$ cat config.mk
export PLATFORM = sky130hd
export DESIGN_NAME = cau_out
export DESIGN_NICKNAME = d
export VERILOG_FILES = /design/src/rtl/cau_pkg.sv /design/src/rtl/cau_out.sv
export SDC_FILE = /design/constraint.sdc
export NUM_CORES = 1
export LEC_CHECK = 0
export BUFFER_PORTS_ARGS = -buffer_cell sky130_fd_sc_hd__clkbuf_2
export CORE_AREA = 2 2 81 115
export DETAILED_ROUTE_END_ITERATION = 7
export DIE_AREA = 0 0 83 117
export HOLD_SLACK_MARGIN = 0.03
export PLACE_DENSITY = 0.83
export SETUP_SLACK_MARGIN = 0.3
export SLEW_MARGIN = 20
export SYNTH_ARGS = -nofsm -noshare
export SYNTH_HDL_FRONTEND = slang
export SYNTH_SLANG_ARGS = --single-unit
$ cat constraint.sdc
create_clock -name i_clk -period 4.7 [get_ports i_clk]
set_input_delay 0.235 -clock i_clk [delete_from_list [all_inputs] [get_ports i_clk]]
set_output_delay 0.235 -clock i_clk [all_outputs]
set_load 0.02 [all_outputs]
$ cat src/rtl/cau_pkg.sv
// ----------------------------------------------------------------------------
// cau_pkg: shared types and codes of the complex arithmetic unit
// Opcodes, status codes, divider width and the side record that travels
// with each request down the pipeline.
// ----------------------------------------------------------------------------
package cau_pkg;

    localparam logic [2:0] OP_ADD = 3'd0;
    localparam logic [2:0] OP_SUB = 3'd1;
    localparam logic [2:0] OP_NEG = 3'd2;
    localparam logic [2:0] OP_MUL = 3'd3;
    localparam logic [2:0] OP_DIV = 3'd4;
    localparam logic [2:0] OP_EQ  = 3'd5;

    localparam logic [1:0] ST_OK  = 2'd0;
    localparam logic [1:0] ST_OVF = 2'd1;
    localparam logic [1:0] ST_DZ  = 2'd2;

    // quotient bits kept by the divider: enough to tell 2^31 from larger
    localparam int QBITS = 33;

    // result of the non-divide ops plus divide flags
    typedef struct packed {
        logic [31:0] re;
        logic [31:0] im;
        logic        eq;
        logic        ovf;
        logic        is_div;
        logic        dz;
    } t_side;

endpackage

$ cat src/rtl/cau_out.sv
// ----------------------------------------------------------------------------
// cau_out: result stage
// Signs and saturates the quotients, picks the result and status, and
// registers the output strobe.
// ----------------------------------------------------------------------------
module cau_out (
    input  logic                      i_clk,
    input  logic                      i_rst_n,
    input  logic                      i_valid,
    input  cau_pkg::t_side            i_side,
    input  logic [cau_pkg::QBITS-1:0] i_q_re,
    input  logic                      i_neg_re,
    input  logic                      i_ovf_re,
    input  logic [cau_pkg::QBITS-1:0] i_q_im,
    input  logic                      i_neg_im,
    input  logic                      i_ovf_im,
    output logic                      o_valid,
    output logic [31:0]               o_res_re,
    output logic [31:0]               o_res_im,
    output logic                      o_is_equal,
    output logic [1:0]                o_status
);
    import cau_pkg::*;

    localparam logic [QBITS-1:0] LIM_POS = QBITS'(32'h7FFF_FFFF);
    localparam logic [QBITS-1:0] LIM_NEG = QBITS'(33'h0_8000_0000);

    function automatic logic [32:0] fin(input logic [QBITS-1:0] q, input logic neg,
                                        input logic ovf);
        logic             big;
        logic [QBITS-1:0] ng;
        big = ovf || (neg ? (q > LIM_NEG) : (q > LIM_POS));
        ng  = '0 - q;
        if (big) begin
            return {1'b1, neg ? 32'h8000_0000 : 32'h7FFF_FFFF};
        end
        return {1'b0, neg ? ng[31:0] : q[31:0]};
    endfunction

    logic [32:0] n_dre, n_dim;
    logic [31:0] n_re, n_im;
    logic [1:0]  n_st;

    always_comb begin
        n_dre = fin(i_q_re, i_neg_re, i_ovf_re);
        n_dim = fin(i_q_im, i_neg_im, i_ovf_im);
        n_re  = i_side.re;
        n_im  = i_side.im;
        n_st  = i_side.ovf ? ST_OVF : ST_OK;
        if (i_side.is_div) begin
            if (i_side.dz) begin
                n_re = '0;
                n_im = '0;
                n_st = ST_DZ;
            end else begin
                n_re = n_dre[31:0];
                n_im = n_dim[31:0];
                n_st = (n_dre[32] | n_dim[32]) ? ST_OVF : ST_OK;
            end
        end
    end

    always_ff @(posedge i_clk) begin
        if (!i_rst_n) begin
            o_valid <= 1'b0;
        end else begin
            o_valid <= i_valid;
        end
        o_res_re   <= n_re;
        o_res_im   <= n_im;
        o_is_equal <= i_side.eq;
        o_status   <= n_st;
    end

endmodule
Word level (Yosys, flattened, before mapping)

Index checks and enable logic that the tools add are counted.

Add/sub/neg operators: 2
Multipliers: 0
Divide/modulo/power cells: 0
$lt $le $gt $ge: 4
Eq/ne operators: 0
Shift-type cells: 0
Muxes and demuxes: 20
Bitwise gates (word level): 1
Reductions and logical operators: 2

Operators with widths:

| kind                                                                   | count |
|---|---|
| 32-bit two-way mux                                                     | 8 |
| 33-bit two-way mux                                                     | 4 |
| 33-bit by 31-bit > comparator with 1-bit output, second input constant | 2 |
| 33-bit by 32-bit > comparator with 1-bit output, second input constant | 2 |
| 1-bit by 32-bit subtractor with 32-bit output, first input constant    | 2 |
| 1-bit two-way mux                                                      | 6 |
| 2-bit two-way mux                                                      | 2 |
| 1-bit logical OR                                                       | 2 |
| 1-bit OR                                                               | 1 |

Register bits after elaboration: 68
Bits in latches: 0
RAM bits: 0
Memory bits (read-only): 0
Input bits: 141
Output and inout bits: 68
Logic and storage cells: 34
Memories: 0

Longest topological paths before layout

Depth after elaboration: 9
Mapped depth: 10
Gate-level depth less buffers: 8

Worst setup path before layout

OpenSTA, ideal clock, no wires.

Path type: in2reg
Start point: in i_q_im[0] (netlist bit)
End point: reg o_res_im[17]
Setup time: 0.148 ns
Arrival: 2.056 ns
Data required time: 4.552 ns
Path slack: 2.496 ns
Cell stages on the path: 10
Buffers on the path: 2
Path through: inv_1 ha_1 nor3b_2 nand2_1 o31a_1 nor4_4 or2_1 buf_4 buf_6 o221ai_2

Longest elaborated chain between the ends: 7
Elaborated cells on any way between the ends: 10
Those cells by class: 1 x add/sub; 2 x order compare; 6 x mux; 1 x reduce/logical

RTL lines:

| element                                                                                                            | RTL line      | text |
|---|---|---|
| from (decl)                                                                                                        | cau_out.sv:14 | `input logic [cau_pkg::QBITS-1:0] i_q_im,` |
| 33-bit by 31-bit > comparator with 1-bit output or 33-bit by 32-bit > comparator with 1-bit output (tied branches) | cau_out.sv:32 | `big = ovf \|\| (neg ? (q > LIM_NEG) : (q > LIM_POS));` |
| 1-bit two-way mux                                                                                                  | cau_out.sv:32 |  |
| 1-bit logical OR                                                                                                   | cau_out.sv:32 |  |
| 1-bit two-way mux                                                                                                  | cau_out.sv:34 | `if (big) begin` |
| 33-bit two-way mux (*)                                                                                             | cau_out.sv:37 | `return {1'b0, neg ? ng[31:0] : q[31:0]};` |
| 32-bit two-way mux (*)                                                                                             | cau_out.sv:51 | `if (i_side.dz) begin` |
| 32-bit two-way mux (*)                                                                                             | cau_out.sv:50 | `if (i_side.is_div) begin` |
| net n_im[17]                                                                                                       | cau_out.sv:41 | `logic [31:0] n_re, n_im;` |
| to (signal assigned)                                                                                               | cau_out.sv:70 | `o_res_im <= n_im;` |
| to (decl)                                                                                                          | cau_out.sv:19 | `output logic [31:0] o_res_im,` |

Mark *: on every way through the listed nets, which the timed path passes. The rest lies on a longest branch.
A chain may end at the register's enable or synchronous reset.

Final worst setup path

Start point: in i_q_im[0] (netlist bit)
End point: reg o_res_im[15]

The elaborated chain is that of the path after synthesis.

==> impl_metrics.csv <==
group,metric,value,unit
clock_network,htree_num_levels,3,
die,std_cell_rows,41,
logic_synthesis,synthSimpleGateAreaFrac,21.3,%
status,status,"finished, final reports clean",
die,die_x,83,um
place,gp_congestion,0.953,
place,hpwl,10.2,mm
timing,worst_pin_slew,0.870,ns
logic_synthesis,synth-async-reset-ratio,0,%
detailed_routing,totalWireLength,13.4,mm
die,core_area,0.00877,mm^2
logic_synthesis,ys_seq_area_share,32.1,%
power_and_ir_drop,p_int,1.32,mW
job,max-cap-violations,0,
clock_network,cts_buffer_depth,2,
layout,drive_gt1_share,35.9,%
power_and_ir_drop,cellPowerDensity,323,mW/mm^2
clock_network,cts.sink_count,68,
timing,max_freq,356,MHz
setup_path,cp-end-kind,"flop",
clock_network,cts_tree,"done",
min_path,min_from,"i_valid",
timing,setup_viol,0,
logic_synthesis,synth_xor_xnor_area_share,10.1,%
grt,grt_pass1_vias,4499,
detailed_routing,ant_nets,0,
detailed_routing,drt-pass1-iter-count,7,
detailed_routing,wl_per_cell,16.3,um
power_and_ir_drop,clkPwrFrac,42.9,%
grt,grt_pass1_wl,20.7,mm
clock_network,clockRootBuffer,"clkbuf_16",
die,fp.dieArea,0.00971,mm^2
die,initial_core_util,48.4,%
grt,track_usage,26.3,%
setup_path,crit_path_start,"i_q_im[0]",
grt,grt_max_degree,68,
timing,min_period_over_period,59.8,%
timing,rsz0062_at_grt,"false",
detailed_routing,drt-vias-per-instance,5.80,
logic_synthesis,synth.distinct_cells,51,
power_and_ir_drop,power_switching,514,uW
clock_network,clk_pin_slew_worst_paths,0.06,ns
layout,syn_to_final_growth,33.8,%
timing,setup_tns,0,ns
clock_network,cts_buffers,9,
detailed_routing,drc,0,
min_path,min_path_type,"input pin to flop",
timing,finalCriticalPeriod,2.81,ns
setup_path,crit_required,4.86,ns
logic_synthesis,synth_flop_cell,"dfxtp_1",
logic_synthesis,syn-num-nets,658,
layout,antennaDiodeCount,0,
setup_path,worstSetupStartpointType,"input pin",
grt,overflow,0,
logic_synthesis,synth_edf_count,0,
die,io_pins,209,
timing,max_slew_margin,42.0,%
logic_synthesis,synth_fa_ha_area_share,1.18,%
logic_synthesis,synth_compound_area_share,24.9,%
power_and_ir_drop,power,1.83,mW
setup_path,crit_arrival,2.97,ns
timing,finalHoldViolCount,0,
min_path,worstHoldPathCells,2,
detailed_routing,vias,4760,
place,io_buffers,208,
grt,antenna_found_initial,0,
logic_synthesis,syn_area_per_cell,8.28,um^2
logic_synthesis,syn_area,0.00425,mm^2
power_and_ir_drop,seq_power_share,35.2,%
power_and_ir_drop,p_sw_share,28.0,%
logic_synthesis,synth.area.mux_share,0.943,%
layout,final_nets,853,
die,die_h,117,um
logic_synthesis,synthCells,513,
setup_path,worstPathMaxFanout,18,
power_and_ir_drop,ir_drop,0.000231,V
power_and_ir_drop,leakagePower,2.69,nW
setup_path,critical_path_class,"input pin to flop",
logic_synthesis,synth_top_family_by_area,"compound AO/OA/AOI/OAI gates",
timing,slew_viol_final,0,
detailed_routing,drt_iter0_drc,243,
power_and_ir_drop,combPwrFrac,21.9,%
logic_synthesis,yosys_warnings,0,
logic_synthesis,ys_ff_latch,68,
-- placed cells by master, fill, tap and decap left out, types with 9 or more instances in the layout --
cell and instances:
nand2_1 19, o22ai_1 25, o41ai_1 10, xnor2_1 21
clkbuf_2 208, xor2_1 28, clkbuf_16 9, o31ai_1 15
inv_1 71, or4_1 10, dfxtp_1 68, nor3_1 10
nand4_1 11, o221ai_1 26, nor4_1 9, o221ai_2 10
nor2_1 33, o21ai_0 29
-- cells in the mapped netlist (3+ instances only) --
cell type  count  area share (%)
inv_1         71             6.3
dfxtp_1       68              32
nor2_1        33             2.9
o21ai_0       29             3.4
xor2_1        28             5.8
o221ai_1      26             5.4
o22ai_1       25             3.7
xnor2_1       21             4.3
nand2_1       19             1.7
clkbuf_1      18             1.6
o31ai_1       15             2.7
nand4_1       11             1.6
nor3_1        10             1.2
o221ai_2      10             3.5
o41ai_1       10             2.1
or4_1         10             1.8
a21oi_1        9             1.1
nor4_1         9             1.3
nand3_1        8            0.94
buf_2          6            0.71
nand2b_1       6            0.88
nor3b_1        6             1.1
or3_1          6            0.88
nand4b_1       5             1.0
nor4_2         5             1.5
ha_1           4             1.2
mux2i_1        4            0.94
o21ai_1        4            0.47
or2_1          4            0.59
a21o_1         3            0.53
nor2b_1        3            0.44
-- worst paths after layout --
| path | endpoint | slack (ns) |
|---|---|---|
| hold / removal | o_valid | 0.1 |
| setup / recovery | o_res_im[15] | 1.89 |
-- metrics by stage --
| stage | std cells | setup WS (ns) | utilization [%] | hold slack (ns) | cell area [um^2] |
|---|---|---|---|---|---|
| 4_1_cts | 819 | 1.91 | 64.6 | 0.0883 | 5670 |
| 3_3_place_gp | 802 | 1.68 | 60.5 | 0.338 | 5310 |
| 6_report | 820 | 1.89 | 64.8 | 0.0992 | 5680 |
| 5_1_grt | 820 | 1.62 | 64.8 | 0.111 | 5680 |
| 3_5_place_dp | 802 | 1.56 | 60.5 | 0.339 | 5310 |
| 2_1_floorplan | 513 | 2.50 | - | 0.263 | 4250 |
-- area by class of cell --
type	count	area, um^2
Clock buffer	10	239
Clock inverter	6	111
Fill cell	766	3090
Inverter	71	267
Multi-Input combinational cell	345	2480
Sequential cell	68	1360
Tap cell	107	134
Timing Repair Buffer	213	1080
-- power by group through the flow --
stage	Combinational, mW	Sequential (mW)	Clock [mW]
floorplan	0.158	0.723	0
global placement	0.390	0.656	0
detailed placement	0.398	0.657	0
CTS	0.401	0.645	0.800
global route	0.436	0.648	0.818
finish	0.402	0.645	0.786
-- routing by layer --
layer	up-vias	track usage [%]	wire, um
met2	263	49.1	7010
met5	-	0	0
li1	2263	-	-
met4	0	16.5	595
met3	42	5.96	1120
met1	2192	26.7	4630
-- critical path, cell delays in order --
cell,delay [ns]
clkbuf_2,0.12
inv_1,0.09
ha_1,0.20
nor3b_2,0.38
nand2_1,0.25
o31a_1,0.38
nor4_4,0.30
or2_1,0.73
o221ai_1,0.26
-- kinds of logic (layout without fill, tap and decap cells) --
group,after synthesis,after routing
AO/OA/AOI/OAI,139,139
XOR/XNOR,49,49
adder cells (fa/ha/maj),4,4
buffers and inverters,100,300
flip-flops,68,68
multiplexers,4,4
AND/OR/NAND/NOR,149,149
-- registers in the layout, indices dropped and copies added (netlist names) --
register / flops
o_valid: 1
o_res_re: 32
o_res_im: 32
o_is_equal: 1
o_status: 2
-- repair_timing --
item | CTS | global route
setup endpoints to repair | 0 | 0
hold buffers | 1 | 0
endpoints found under the hold margin | 1 | 0
setup buffers | 0 | 0
gates resized for setup | 0 | 0
Power figures use the tool's default switching activity.
